**config.mk**
```make
export PLATFORM = sky130hd
export DESIGN_NAME = coverage_breakpoint_clusterer
export DESIGN_NICKNAME = d
export VERILOG_FILES = /design/src/design/cbc_pkg.sv /design/src/design/cbc_front.sv /design/src/design/cbc_queue.sv /design/src/design/cbc_back.sv /design/src/design/coverage_breakpoint_clusterer.sv
export SDC_FILE = /design/constraint.sdc
export NUM_CORES = 2
export LEC_CHECK = 0
export BUFFER_PORTS_ARGS = -buffer_cell sky130_fd_sc_hd__buf_2
export CAP_MARGIN = 5
export CORE_MARGIN = 3
export CORE_UTILIZATION = 32
export DETAILED_ROUTE_END_ITERATION = 12
export GPL_TIMING_DRIVEN = 0
export PLACE_DENSITY = 0.44
export REMOVE_ABC_BUFFERS = 1
export SLEW_MARGIN = 10
export SYNTH_ARGS = -nofsm -noshare
export SYNTH_HDL_FRONTEND = slang
export SYNTH_HIERARCHICAL = 1
export SYNTH_SLANG_ARGS = --single-unit
```
**constraint.sdc**
```tcl
create_clock -name i_clk -period 21.3 [get_ports i_clk]
set_input_delay 3.195 -clock i_clk [delete_from_list [all_inputs] [get_ports i_clk]]
set_output_delay 3.195 -clock i_clk [all_outputs]
set_load 0.05 [all_outputs]
```
**src/design/cbc_pkg.sv**
```systemverilog
// cbc_pkg: shared widths, constants, register indexes and payload types
// for the coverage breakpoint clusterer.
// No dependencies; used by every module of the block.
package cbc_pkg;

    // Field widths
    localparam int unsigned POS_W      = 31;
    localparam int unsigned COV_W      = 32;
    localparam int unsigned SCORE_W    = 5;
    localparam int unsigned RATIO_W    = 16;
    localparam int unsigned CUT_W      = 40;
    localparam int unsigned RUN_W      = 8;
    localparam int unsigned GAP_W      = 16;
    localparam int unsigned CFG_IDX_W  = 8;
    localparam int unsigned CFG_DATA_W = 40;

    // Scores and the Q4.12 unit
    localparam logic [SCORE_W-1:0] SCORE_EDGE = 5'd8;
    localparam logic [SCORE_W-1:0] SCORE_RUN  = 5'd2;
    localparam logic [16:0]        ONE_Q12    = 17'd4096;

    // Configuration register indexes
    localparam logic [CFG_IDX_W-1:0] CFG_RISE_FALL_RATIO = 8'd0;
    localparam logic [CFG_IDX_W-1:0] CFG_LOW_CUTOFF      = 8'd1;
    localparam logic [CFG_IDX_W-1:0] CFG_MIN_LOW_RUN     = 8'd2;
    localparam logic [CFG_IDX_W-1:0] CFG_CLUSTER_GAP     = 8'd3;

    // Configuration reset values
    localparam logic [RATIO_W-1:0] RATIO_RST = 16'd1229;
    localparam logic [CUT_W-1:0]   CUT_RST   = 40'd0;
    localparam logic [RUN_W-1:0]   RUN_RST   = 8'd3;
    localparam logic [GAP_W-1:0]   GAP_RST   = 16'd10;

    typedef struct packed {
        logic [POS_W-1:0] base_position;
        logic [COV_W-1:0] coverage_count;
        logic             contig_end;
    } t_in_item;

    typedef struct packed {
        logic [POS_W-1:0]   breakpoint_position;
        logic [SCORE_W-1:0] breakpoint_score;
        logic               run_last;
    } t_out_item;

    typedef struct packed {
        logic [RATIO_W-1:0] rise_fall_ratio;
        logic [CUT_W-1:0]   low_cutoff;
        logic [RUN_W-1:0]   min_low_run;
        logic [GAP_W-1:0]   cluster_gap;
    } t_cfg;

    // Classified sample handed from front to back
    typedef struct packed {
        logic               single;      // contig of one sample
        logic               is_end;      // last sample of the contig
        logic               pend_valid;  // held position is offered
        logic [POS_W-1:0]   pend_pos;
        logic [SCORE_W-1:0] pend_score;
        logic [POS_W-1:0]   cur_pos;
        logic [SCORE_W-1:0] cur_score;
    } t_cmd;

endpackage

```
**src/design/cbc_front.sv**
```systemverilog
// cbc_front: accepts coverage samples, tracks low runs and scores rises,
// falls and end-of-run marks, then pushes one command per sample.
// Depends on cbc_pkg.
module cbc_front (
    input  logic            i_clk,
    input  logic            i_rst_n,
    input  logic            i_in_valid,
    input  cbc_pkg::t_in_item i_in_data,
    output logic            o_in_stall,
    input  cbc_pkg::t_cfg   i_cfg,
    input  logic            i_q_full,
    output logic            o_q_push,
    output cbc_pkg::t_cmd   o_q_data
);
    import cbc_pkg::*;

    localparam int unsigned FAC_W = 17;
    localparam int unsigned HI_W  = COV_W + FAC_W;
    localparam int unsigned LO_W  = COV_W + FAC_W + 1;
    localparam int unsigned Q_W   = COV_W + 12;

    // Per-contig state, updated as samples are taken
    logic [COV_W-1:0]  r_prior;
    logic              r_have_prior;
    logic [RUN_W-1:0]  r_low_run;

    // Stage one: sample plus products of the prior coverage
    logic                   r_s1_valid;
    logic [POS_W-1:0]       r_s1_pos;
    logic [COV_W-1:0]       r_s1_cov;
    logic                   r_s1_end;
    logic                   r_s1_have_prior;
    logic                   r_s1_prior_nz;
    logic                   r_s1_run_mark;
    logic [HI_W-1:0]        r_s1_prod_hi;
    logic signed [LO_W-1:0] r_s1_prod_lo;

    // Held position, waiting for the next sample's end-of-run verdict
    logic [POS_W-1:0]   r_pend_pos;
    logic [SCORE_W-1:0] r_pend_score;

    logic                    w_accept;
    logic                    w_low;
    logic [FAC_W-1:0]        w_hi_fac;
    logic signed [FAC_W-1:0] w_lo_fac;
    logic [HI_W-1:0]         w_prod_hi;
    logic signed [LO_W-1:0]  w_prod_lo;
    logic [Q_W-1:0]          w_cov_q12;
    logic                    w_rise;
    logic                    w_fall;
    logic [SCORE_W-1:0]      w_score;

    assign o_in_stall = r_s1_valid && i_q_full;
    assign w_accept   = i_in_valid && !o_in_stall;
    assign o_q_push   = r_s1_valid && !i_q_full;

    // Low sample test and threshold products
    assign w_low     = {i_in_data.coverage_count, 8'd0} < i_cfg.low_cutoff;
    assign w_hi_fac  = ONE_Q12 + {1'b0, i_cfg.rise_fall_ratio};
    assign w_lo_fac  = $signed(ONE_Q12) - $signed({1'b0, i_cfg.rise_fall_ratio});
    assign w_prod_hi = {{FAC_W{1'b0}}, r_prior} * {{COV_W{1'b0}}, w_hi_fac};
    assign w_prod_lo = $signed({{(FAC_W + 1){1'b0}}, r_prior})
                     * $signed({{(COV_W + 1){w_lo_fac[FAC_W-1]}}, w_lo_fac});

    // Stage two: rise and fall decisions
    assign w_cov_q12 = {r_s1_cov, 12'd0};
    assign w_rise = r_s1_prior_nz ? ({{(HI_W - Q_W){1'b0}}, w_cov_q12} >= r_s1_prod_hi)
                                  : (r_s1_cov != '0);
    assign w_fall = r_s1_prior_nz
                 && (r_s1_prod_lo >= $signed({{(LO_W - Q_W){1'b0}}, w_cov_q12}));

    always_comb begin
        w_score = '0;
        if (r_s1_have_prior) begin
            w_score = (w_rise ? SCORE_EDGE : '0) + (w_fall ? SCORE_EDGE : '0);
        end
    end

    // Command for the back end
    always_comb begin
        o_q_data.single     = r_s1_end && !r_s1_have_prior;
        o_q_data.is_end     = r_s1_end;
        o_q_data.pend_valid = r_s1_have_prior;
        o_q_data.pend_pos   = r_pend_pos;
        o_q_data.pend_score = r_pend_score + (r_s1_run_mark ? SCORE_RUN : '0);
        o_q_data.cur_pos    = r_s1_pos;
        o_q_data.cur_score  = w_score;
    end

    // Control state
    always_ff @(posedge i_clk) begin
        if (!i_rst_n) begin
            r_s1_valid   <= 1'b0;
            r_prior      <= '0;
            r_have_prior <= 1'b0;
            r_low_run    <= '0;
        end else begin
            if (w_accept) begin
                r_s1_valid <= 1'b1;
            end else if (o_q_push) begin
                r_s1_valid <= 1'b0;
            end
            if (w_accept) begin
                if (i_in_data.contig_end) begin
                    r_prior      <= '0;
                    r_have_prior <= 1'b0;
                    r_low_run    <= '0;
                end else begin
                    r_prior      <= i_in_data.coverage_count;
                    r_have_prior <= 1'b1;
                    if (!w_low) begin
                        r_low_run <= '0;
                    end else if (r_low_run != '1) begin
                        r_low_run <= r_low_run + 1'b1;
                    end
                end
            end
        end
    end

    // Payload
    always_ff @(posedge i_clk) begin
        if (w_accept) begin
            r_s1_pos        <= i_in_data.base_position;
            r_s1_cov        <= i_in_data.coverage_count;
            r_s1_end        <= i_in_data.contig_end;
            r_s1_have_prior <= r_have_prior;
            r_s1_prior_nz   <= (r_prior != '0);
            r_s1_run_mark   <= !w_low && r_have_prior && (r_low_run >= i_cfg.min_low_run);
            r_s1_prod_hi    <= w_prod_hi;
            r_s1_prod_lo    <= w_prod_lo;
        end
        if (o_q_push) begin
            r_pend_pos   <= r_s1_pos;
            r_pend_score <= w_score;
        end
    end

endmodule

```
**src/design/cbc_queue.sv**
```systemverilog
// cbc_queue: short command queue between the scoring front end and the
// clustering back end.
// Depends on cbc_pkg.
module cbc_queue #(
    parameter int unsigned DEPTH = 4
) (
    input  logic          i_clk,
    input  logic          i_rst_n,
    input  logic          i_push,
    input  cbc_pkg::t_cmd i_data,
    output logic          o_full,
    input  logic          i_pop,
    output logic          o_valid,
    output cbc_pkg::t_cmd o_data
);
    import cbc_pkg::*;

    localparam int unsigned PTR_W = (DEPTH > 1) ? $clog2(DEPTH) : 1;
    localparam int unsigned CNT_W = $clog2(DEPTH + 1);

    t_cmd             r_mem [DEPTH];
    logic [PTR_W-1:0] r_wr_ptr;
    logic [PTR_W-1:0] r_rd_ptr;
    logic [CNT_W-1:0] r_count;

    assign o_full  = (r_count == CNT_W'(DEPTH));
    assign o_valid = (r_count != '0);
    assign o_data  = r_mem[r_rd_ptr];

    // Pointers and fill level
    always_ff @(posedge i_clk) begin
        if (!i_rst_n) begin
            r_wr_ptr <= '0;
            r_rd_ptr <= '0;
            r_count  <= '0;
        end else begin
            if (i_push) begin
                r_wr_ptr <= (r_wr_ptr == PTR_W'(DEPTH - 1)) ? '0 : r_wr_ptr + 1'b1;
            end
            if (i_pop) begin
                r_rd_ptr <= (r_rd_ptr == PTR_W'(DEPTH - 1)) ? '0 : r_rd_ptr + 1'b1;
            end
            if (i_push && !i_pop) begin
                r_count <= r_count + 1'b1;
            end else if (i_pop && !i_push) begin
                r_count <= r_count - 1'b1;
            end
        end
    end

    // Storage
    always_ff @(posedge i_clk) begin
        if (i_push) begin
            r_mem[r_wr_ptr] <= i_data;
        end
    end

endmodule

```
**src/design/cbc_back.sv**
```systemverilog
// cbc_back: chains scored positions into clusters and emits each cluster's
// best position, and each one-sample contig, through a registered output stage.
// Depends on cbc_pkg.
module cbc_back (
    input  logic              i_clk,
    input  logic              i_rst_n,
    input  logic [cbc_pkg::GAP_W-1:0] i_cluster_gap,
    input  logic              i_q_valid,
    input  cbc_pkg::t_cmd     i_q_data,
    output logic              o_q_pop,
    output logic              o_out_valid,
    output cbc_pkg::t_out_item o_out_data,
    input  logic              i_out_stall
);
    import cbc_pkg::*;

    typedef enum logic [1:0] {
        PH_FEED_PEND,
        PH_FEED_LAST,
        PH_FLUSH
    } t_phase;

    t_phase             r_phase;
    logic               r_open;
    logic [POS_W-1:0]   r_tail;
    logic [POS_W-1:0]   r_best_pos;
    logic [SCORE_W-1:0] r_best_score;
    logic               r_out_valid;
    t_out_item          r_out_data;

    t_phase             n_phase;
    logic               n_open;
    logic [POS_W-1:0]   n_tail;
    logic [POS_W-1:0]   n_best_pos;
    logic [SCORE_W-1:0] n_best_score;

    logic [POS_W-1:0]   w_f_pos;
    logic [SCORE_W-1:0] w_f_score;
    logic [POS_W-1:0]   w_dist;
    logic               w_join;
    logic               w_emit;
    t_out_item          w_res;
    logic               w_done;
    logic               w_out_free;
    logic               w_step;

    // Distance from the cluster's last candidate
    assign w_dist = (w_f_pos >= r_tail) ? (w_f_pos - r_tail) : (r_tail - w_f_pos);
    assign w_join = r_open && (w_dist <= {{(POS_W - GAP_W){1'b0}}, i_cluster_gap});

    // Phase selection and cluster update
    always_comb begin
        n_phase      = r_phase;
        n_open       = r_open;
        n_tail       = r_tail;
        n_best_pos   = r_best_pos;
        n_best_score = r_best_score;
        w_f_pos      = i_q_data.cur_pos;
        w_f_score    = '0;
        w_emit       = 1'b0;
        w_done       = 1'b0;
        w_res.breakpoint_position = r_best_pos;
        w_res.breakpoint_score    = r_best_score;
        w_res.run_last            = 1'b0;

        unique case (r_phase)
            PH_FEED_PEND: begin
                if (i_q_data.single) begin
                    w_emit = 1'b1;
                    w_done = 1'b1;
                    w_res.breakpoint_position = i_q_data.cur_pos;
                    w_res.breakpoint_score    = '0;
                    w_res.run_last            = 1'b1;
                end else begin
                    if (i_q_data.pend_valid) begin
                        w_f_pos   = i_q_data.pend_pos;
                        w_f_score = i_q_data.pend_score;
                    end
                    w_done         = !i_q_data.is_end;
                    w_res.run_last = !i_q_data.is_end;
                    n_phase        = i_q_data.is_end ? PH_FEED_LAST : PH_FEED_PEND;
                end
            end
            PH_FEED_LAST: begin
                w_f_pos   = i_q_data.cur_pos;
                w_f_score = i_q_data.cur_score;
                n_phase   = PH_FLUSH;
            end
            PH_FLUSH: begin
                w_emit         = r_open;
                w_res.run_last = 1'b1;
                w_done         = 1'b1;
                n_open         = 1'b0;
                n_phase        = PH_FEED_PEND;
            end
            default: begin
                n_phase = PH_FEED_PEND;
            end
        endcase

        // Offer a scored position to the clusterer
        if (w_f_score != '0) begin
            if (w_join) begin
                if (w_f_score > r_best_score) begin
                    n_best_pos   = w_f_pos;
                    n_best_score = w_f_score;
                end
                n_tail = w_f_pos;
            end else begin
                w_emit       = r_open;
                n_open       = 1'b1;
                n_best_pos   = w_f_pos;
                n_best_score = w_f_score;
                n_tail       = w_f_pos;
            end
        end
    end

    assign w_out_free = !r_out_valid || !i_out_stall;
    assign w_step     = i_q_valid && (!w_emit || w_out_free);
    assign o_q_pop    = w_step && w_done;

    assign o_out_valid = r_out_valid;
    assign o_out_data  = r_out_data;

    // Phase, cluster state and output register
    always_ff @(posedge i_clk) begin
        if (!i_rst_n) begin
            r_phase     <= PH_FEED_PEND;
            r_open      <= 1'b0;
            r_out_valid <= 1'b0;
        end else begin
            if (w_step) begin
                r_phase      <= n_phase;
                r_open       <= n_open;
                r_tail       <= n_tail;
                r_best_pos   <= n_best_pos;
                r_best_score <= n_best_score;
            end
            if (w_out_free) begin
                r_out_valid <= w_step && w_emit;
            end
            if (w_step && w_emit) begin
                r_out_data <= w_res;
            end
        end
    end

endmodule

```
**src/design/coverage_breakpoint_clusterer.sv**
```systemverilog
// coverage_breakpoint_clusterer: top level; configuration registers, front
// end, command queue and clustering back end.
// Depends on cbc_pkg, cbc_front, cbc_queue, cbc_back.
//
//   channel | direction | handshake                 | payload
//   --------+-----------+---------------------------+------------------------
//   in      | in        | i_in_valid / o_in_stall   | i_in_data  (t_in_item)
//   out     | out       | o_out_valid / i_out_stall | o_out_data (t_out_item)
//   cfg     | in        | i_cfg_valid / o_cfg_ready | i_cfg_index, i_cfg_data
//
// One sample per cycle while the back end keeps up. A taken sample waits in
// the front's stage-one register until the queue has room, then passes the
// queue and the back end's output register. The last sample of a multi-sample
// contig takes the back end through held position, last position and cluster flush.
// Reset is synchronous and active low; configuration returns to its defaults.
// The queue of QUEUE_DEPTH entries lets the front keep taking samples while
// the output is stalled; the input stalls once it fills.
module coverage_breakpoint_clusterer #(
    parameter int unsigned QUEUE_DEPTH = 4
) (
    input  logic                              i_clk,
    input  logic                              i_rst_n,
    input  logic                              i_in_valid,
    input  cbc_pkg::t_in_item                 i_in_data,
    output logic                              o_in_stall,
    output logic                              o_out_valid,
    output cbc_pkg::t_out_item                o_out_data,
    input  logic                              i_out_stall,
    input  logic                              i_cfg_valid,
    output logic                              o_cfg_ready,
    input  logic [cbc_pkg::CFG_IDX_W-1:0]     i_cfg_index,
    input  logic [cbc_pkg::CFG_DATA_W-1:0]    i_cfg_data
);
    import cbc_pkg::*;

    t_cfg r_cfg;
    logic w_cfg_wr;
    logic w_q_push;
    logic w_q_full;
    logic w_q_pop;
    logic w_q_valid;
    t_cmd w_q_in;
    t_cmd w_q_out;

    // Configuration registers
    assign o_cfg_ready = 1'b1;
    assign w_cfg_wr    = i_cfg_valid && o_cfg_ready;

    always_ff @(posedge i_clk) begin
        if (!i_rst_n) begin
            r_cfg.rise_fall_ratio <= RATIO_RST;
            r_cfg.low_cutoff      <= CUT_RST;
            r_cfg.min_low_run     <= RUN_RST;
            r_cfg.cluster_gap     <= GAP_RST;
        end else if (w_cfg_wr) begin
            unique case (i_cfg_index)
                CFG_RISE_FALL_RATIO: r_cfg.rise_fall_ratio <= i_cfg_data[RATIO_W-1:0];
                CFG_LOW_CUTOFF:      r_cfg.low_cutoff      <= i_cfg_data[CUT_W-1:0];
                CFG_MIN_LOW_RUN:     r_cfg.min_low_run     <= i_cfg_data[RUN_W-1:0];
                CFG_CLUSTER_GAP:     r_cfg.cluster_gap     <= i_cfg_data[GAP_W-1:0];
                default: begin
                end
            endcase
        end
    end

    // Scoring front end
    cbc_front u_front (
        .i_clk      (i_clk),
        .i_rst_n    (i_rst_n),
        .i_in_valid (i_in_valid),
        .i_in_data  (i_in_data),
        .o_in_stall (o_in_stall),
        .i_cfg      (r_cfg),
        .i_q_full   (w_q_full),
        .o_q_push   (w_q_push),
        .o_q_data   (w_q_in)
    );

    // Command queue
    cbc_queue #(
        .DEPTH (QUEUE_DEPTH)
    ) u_queue (
        .i_clk   (i_clk),
        .i_rst_n (i_rst_n),
        .i_push  (w_q_push),
        .i_data  (w_q_in),
        .o_full  (w_q_full),
        .i_pop   (w_q_pop),
        .o_valid (w_q_valid),
        .o_data  (w_q_out)
    );

    // Clustering back end
    cbc_back u_back (
        .i_clk         (i_clk),
        .i_rst_n       (i_rst_n),
        .i_cluster_gap (r_cfg.cluster_gap),
        .i_q_valid     (w_q_valid),
        .i_q_data      (w_q_out),
        .o_q_pop       (w_q_pop),
        .o_out_valid   (o_out_valid),
        .o_out_data    (o_out_data),
        .i_out_stall   (i_out_stall)
    );

`ifndef SYNTHESIS
    // Back end only consumes commands that are present
    a_pop_has_data: assert property (@(posedge i_clk) disable iff (!i_rst_n)
        w_q_pop |-> w_q_valid)
        else $error("command popped from an empty queue");

    // A zero score only comes from a one-sample contig, which is always last
    a_zero_is_last: assert property (@(posedge i_clk) disable iff (!i_rst_n)
        (o_out_valid && (o_out_data.breakpoint_score == '0)) |-> o_out_data.run_last)
        else $error("zero-score result not marked last");

    // Scores are sums of 8 and 2, so never odd and never above 18
    a_score_form: assert property (@(posedge i_clk) disable iff (!i_rst_n)
        o_out_valid |-> (!o_out_data.breakpoint_score[0]
                         && (o_out_data.breakpoint_score <= 5'd18)))
        else $error("result score out of form");
`endif

endmodule

```
* After elaboration in Yosys (flattened, before gate mapping)
Memory sizes are Yosys's and may differ from the RTL's. A register that Yosys moved wholly into a read port is not among the register bits.
Cells that the tools add are included.
** Word-level totals
- Bits in writable memories :: 300
- Input bits :: 117
- Memories kept :: 1
- Register bits :: 439
- Word-level logic and storage cells :: 150
- Output and inout bits :: 40
** Cells by class
- $add $sub $neg :: 11
- Reduce and logical (&&, ||, !) cells :: 42
- $mul :: 2
- Equality and inequality tests :: 12
- Order comparisons :: 7
- Muxes and demuxes :: 45
** Memory list
- u_queue.r_mem :: depth 4, width 75, rd ports 1, clocked after memory_dff 1, wr ports 1, RTL line cbc_queue.sv:21 : t_cmd r_mem [DEPTH];
** Operators by type and width (number)
- two-way mux 31 bit :: 6
- two-way mux 36 bit :: 2
- nonzero test 32 bit :: 2
- subtractor 31 bit :: 2
- greater-or-equal comparator 50 x 45 -> 1 bit :: 1
- multiplier 33 x 17 -> 50 bit :: 1
- greater-or-equal comparator 44 x 49 -> 1 bit :: 1
- multiplier 32 x 17 -> 49 bit :: 1
- less-than comparator 40 bit :: 1
- two-way mux 32 bit :: 1
- greater-or-equal comparator 31 bit :: 1
- less-or-equal comparator 31 x 16 -> 1 bit :: 1
- two-way mux 5 bit :: 5
- two-way mux 8 bit :: 3
- adder 13 x 16 -> 17 bit (first input constant) :: 1
- subtractor 13 x 16 -> 17 bit (first input constant) :: 1
- == test 8 x 2 -> 1 bit (second input constant) :: 2
- two-way mux 1 bit :: 14
- AND reduction 2 bit :: 7
- logical AND 1 bit :: 13
- two-way mux 2 bit :: 6
- adder 5 bit :: 2
- zero test 1 bit :: 10
- case mux 5 bit (2 select lines) :: 1
- 25 further kinds :: 34

* Logic depth before layout (Yosys ltp)
- Depth in word-level cells :: 16
- Gate-level depth with buffers :: 40
- Gate-level depth less buffers :: 34

* Modules after synthesis
The synthesis kept the hierarchy.
** Modules (own cells, without submodules)
- cbc_front :: area an instance 45930.3 µm², cells each 4978, instances 1
- cbc_queue :: area an instance 11277.1 µm², cells each 435, instances 1
- cbc_back :: area an instance 8294.2 µm², cells each 842, instances 1
- coverage_breakpoint_clusterer :: area an instance 3170.5 µm², cells each 317, instances 1

* Worst setup path before layout
OpenSTA, ideal clock, no wires.
- Path kind :: flip-flop to flip-flop
- Start :: reg with a tool-made name
- End :: reg u_back.r_out_data (netlist bit u_back/o_out_data[0]), enable pin
- Cell stages (with the launch flop) :: 33
- Slack :: 11.630 ns
- Setup time :: 0.485 ns
- Buffers on the path :: 8
- Data arrival time :: 9.185 ns
- Period minus slack after synthesis :: 9.670 ns
- Path through :: dfxtp_1 > buf_4 > mux4_2 > nor4b_1 > clkbuf_1 > clkbuf_1 > mux2i_1 > inv_1 > ha_1 > buf_2 > a21o_1 > a21o_1 > a22oi_1 > o311ai_2 > nor2_2 > buf_6 > buf_2 > buf_1 > buf_1 > mux2_2 > ha_1 > nand4_1 > nor2_1 > nor2_1 > a21oi_1 > a2111oi_0 > o21ai_0 > o41ai_1 > nand2_1 > nor3_2 > a21oi_1 > nor2_1 > nor3b_1
** RTL lines
- end signal, assigned :: RTL line cbc_back.sv:144 : r_out_data <= w_res;
- end, declared :: RTL line cbc_back.sv:29 : t_out_item r_out_data;

==> flow_summary.toml <==
[synthesis]
synthMostInstantiatedCell = "inv_1"
synth-seq-cells = 737
yosysTopAreaCellShare = 0.263
synth_flop_cell = "edfxtp_1"
ys_types = 102
async_flop_share = 0
synth_warnings = 6
synthTopCellsByCount = "inv_1 (1322), nand2_1 (926), fa_1 (901)"
synth_cells = 6572
synth_edf_count = 602
ys_seq_area_frac = 0.303
syn_area_um2 = 68700
ys_top_cells_by_area = "edfxtp_1 (26%), fa_1 (26%), ha_1 (8.7%)"
synth_area_per_cell_um2 = 10.4
yosysTopAreaCell = "edfxtp_1"

[floorplan]
die_x_um = 469
die_h_um = 469
io_pins = 157
start_util = 0.323
coreArea_um2 = 213000
die-area_um2 = 220000
rows = 169

[setup_path]
worstPathRequired_ns = 21.88
max_stage_delay_ns = 0.91
cp_max_fo = 16
critPathArrivalTime_ns = 11.38
slowest_stage = "nor4_1"
crit_path_end_kind = "flop"
start_kind = "flop"
crit_type = "reg -> reg"

[pwr]
pwr-share-clk = 0.230
p_leak_nw = 33.8
p_seq_frac = 0.314
p_sw_frac = 0.397
p_switching_w = 0.00245
power-per-cell-area_nw_per_um2 = 80.6
peakVddDrop_v = 0.0000772
p_comb_frac = 0.456
intPower_w = 0.00372

[detailed_routing]
wl_mm = 190
wire_per_inst_um = 20.0
drc = 0
antenna_left = 0
vias = 45200
drt_iter0_drc = 2495
dr.pass1.iters = 6
post_drt_via_cell_ratio = 4.78

[timing]
post-route-min-period_ns = 10.80
final_max_slew_viol_count = 0
fin_crit_sh = 0.507
rsz0062_at_grt = "no"
max_freq_ghz = 0.0926
finalSetupViolCount = 0
worstMarginPinSlew_ns = 1.18
hold_violations = 0
relSlewSlack = 0.205
whs_ns = 0.457
fin_worst_skew_ns = 0.0527
tns_ns = 0

[global_route]
track_usage = 0.175
grt_max_degree = 113
grt_pass1_vias = 48900
grt_pass1_wl_mm = 298
antenna_found_initial = 8
grt_overflow = 0

[clocking]
cts_sinks = 737
numCtsBuffers = 80
worstSkewPairLatency_ns = 0.70
clk_path_buf_depth = 3
clkTransAtPathRegs_ns = 0.06
cts_hold_buf = 0
post-cts-setup-buffer-count = 0
h-tree-depth = 3
cts_tree = "done"
cts_resized = 0
clock-root-buffer = "clkbuf_16"

[final_layout]
layout-drive-gt1-share = 0.0949
syn2layout_area_growth_pct = 11.4
fillers = 21500
seq_area_um2 = 20800
fin_nets = 8068
multi_input_area_um2 = 41700

[place]
post-dp-hpwl_mm = 150
portBuffers = 155
globalplace.congestion = 0.833

[job]
maxCapViolations = 0

[run_status]
status = "complete, no violations"

[hold_path]
hold_path.class = "reg -> reg"
cell type report:
cell class	count	area share
diodes	9	0.000294
clock buffers	106	0.0289
clock inverters	41	0.00600
inverters	1322	0.0650
multi-input cells	4162	0.545
flip-flops and latches	737	0.273
well taps	2821	0.0462
repair buffers	268	0.0362
path summary, 6_finish.rpt:
| kind | from | end | slack (ns) | cells past startpoint |
|---|---|---|---|---|
| worst max-delay path | flop | u_queue/r_count[2] | 10.50 | 38 |
| worst min-delay path | r_cfg[53] | r_cfg[53] | 0.46 | 2 |
| worst max register to register | flop | u_queue/r_count[2] | 10.50 | 38 |
| worst min register to register | r_cfg[53] | r_cfg[53] | 0.46 | 2 |
layer usage:
metal	GRT usage	share of wire	routed length (µm)
met1	0.244	0.47	88700
met2	0.285	0.46	88000
met3	0.0261	0.042	8010
met4	0.0437	0.026	4880
met5	0	0	0
power by group through the flow:
stage / clock network (W) / logic, W / registers, W
after floorplan: 0 / 0.00189 / 0.00203
after global placement: 0 / 0.00271 / 0.00206
after detailed placement: 0 / 0.00282 / 0.00197
after CTS: 0.00147 / 0.00284 / 0.00194
after global routing: 0.00153 / 0.00315 / 0.00196
final: 0.00142 / 0.00281 / 0.00194
cells in the final DEF, fill, tap and decap left out, drive strengths merged, types with 16 or more instances in the layout:
| cell | synthesis | final |
|---|---|---|
| a21boi | 37 | 37 |
| xor2 | 48 | 48 |
| dfxtp | 135 | 135 |
| ha | 479 | 479 |
| nand2b | 19 | 19 |
| or2 | 16 | 16 |
| nand3 | 39 | 39 |
| a31oi | 18 | 18 |
| nor2 | 139 | 139 |
| clkinv | 0 | 30 |
| nor3 | 29 | 29 |
| clkbuf | 280 | 106 |
| mux4 | 75 | 75 |
| and3 | 19 | 19 |
| o21bai | 24 | 24 |
| edfxtp | 602 | 602 |
| a21o | 106 | 106 |
| fa | 901 | 901 |
| nand3b | 35 | 35 |
| nor2b | 79 | 79 |
| nor4 | 28 | 28 |
| o21ai | 110 | 110 |
| mux2i | 137 | 137 |
| xnor2 | 86 | 86 |
| inv | 1322 | 1325 |
| o21a | 24 | 24 |
| nand2 | 927 | 927 |
| nand4 | 56 | 56 |
| a211oi | 17 | 17 |
| buf | 75 | 268 |
| a21oi | 199 | 199 |
| and2 | 330 | 330 |
| mux2 | 35 | 35 |
state kept, by name (all words and copies together), names as in the netlist, 3 cells and up, named ones only:
register              flops
u_queue/r_mem           300
r_cfg                    80
u_front/r_s1_prod_hi     49
u_front/r_s1_prod_lo     49
u_back/o_out_data        37
u_front/r_prior          32
u_front/r_s1_cov         32
u_back/r_best_pos        31
u_back/r_tail            31
u_front/r_pend_pos       31
u_front/r_s1_pos         31
u_front/r_low_run         8
u_back/r_best_score       5
u_queue/r_count           3
worst max-delay path: cells and delay by family, from the launching register on:
| family | cells | cell delay [ns] |
|---|---|---|
| AOI/OAI and AO/OA | 11 | 2.56 |
| xor gates and xnor gates | 2 | 0.26 |
| DFF | 1 | 0.61 |
| adders and majority gates | 4 | 1.16 |
| muxes | 2 | 1.08 |
| buffers and inverters | 8 | 1.39 |
| and+or+nand+nor | 11 | 3.64 |
logic make-up after synthesis:
| family | synth area share |
|---|---|
| simple gates | 0.123 |
| buf+inv | 0.0947 |
| fa+ha+maj | 0.350 |
| flops | 0.303 |
| compound gates | 0.0625 |
| mux | 0.0505 |
| xor+xnor | 0.0171 |
| other cells | 0.000109 |
metrics by stage:
stage | setup WS (ns) | power (W) | instances | utilization | instance area (µm²)
2_1_floorplan | 3.94 | 0.00392 | 6221 | - | 67100
3_3_place_gp | -9.44 | 0.00477 | 9197 | 0.336 | 71500
3_5_place_dp | 10.53 | 0.00479 | 9310 | 0.347 | 73800
4_1_cts | 10.50 | 0.00625 | 9457 | 0.359 | 76500
5_1_grt | 9.83 | 0.00663 | 9463 | 0.360 | 76500
6_report | 10.50 | 0.00617 | 9466 | 0.360 | 76500
(Power assumes the default switching activity.)
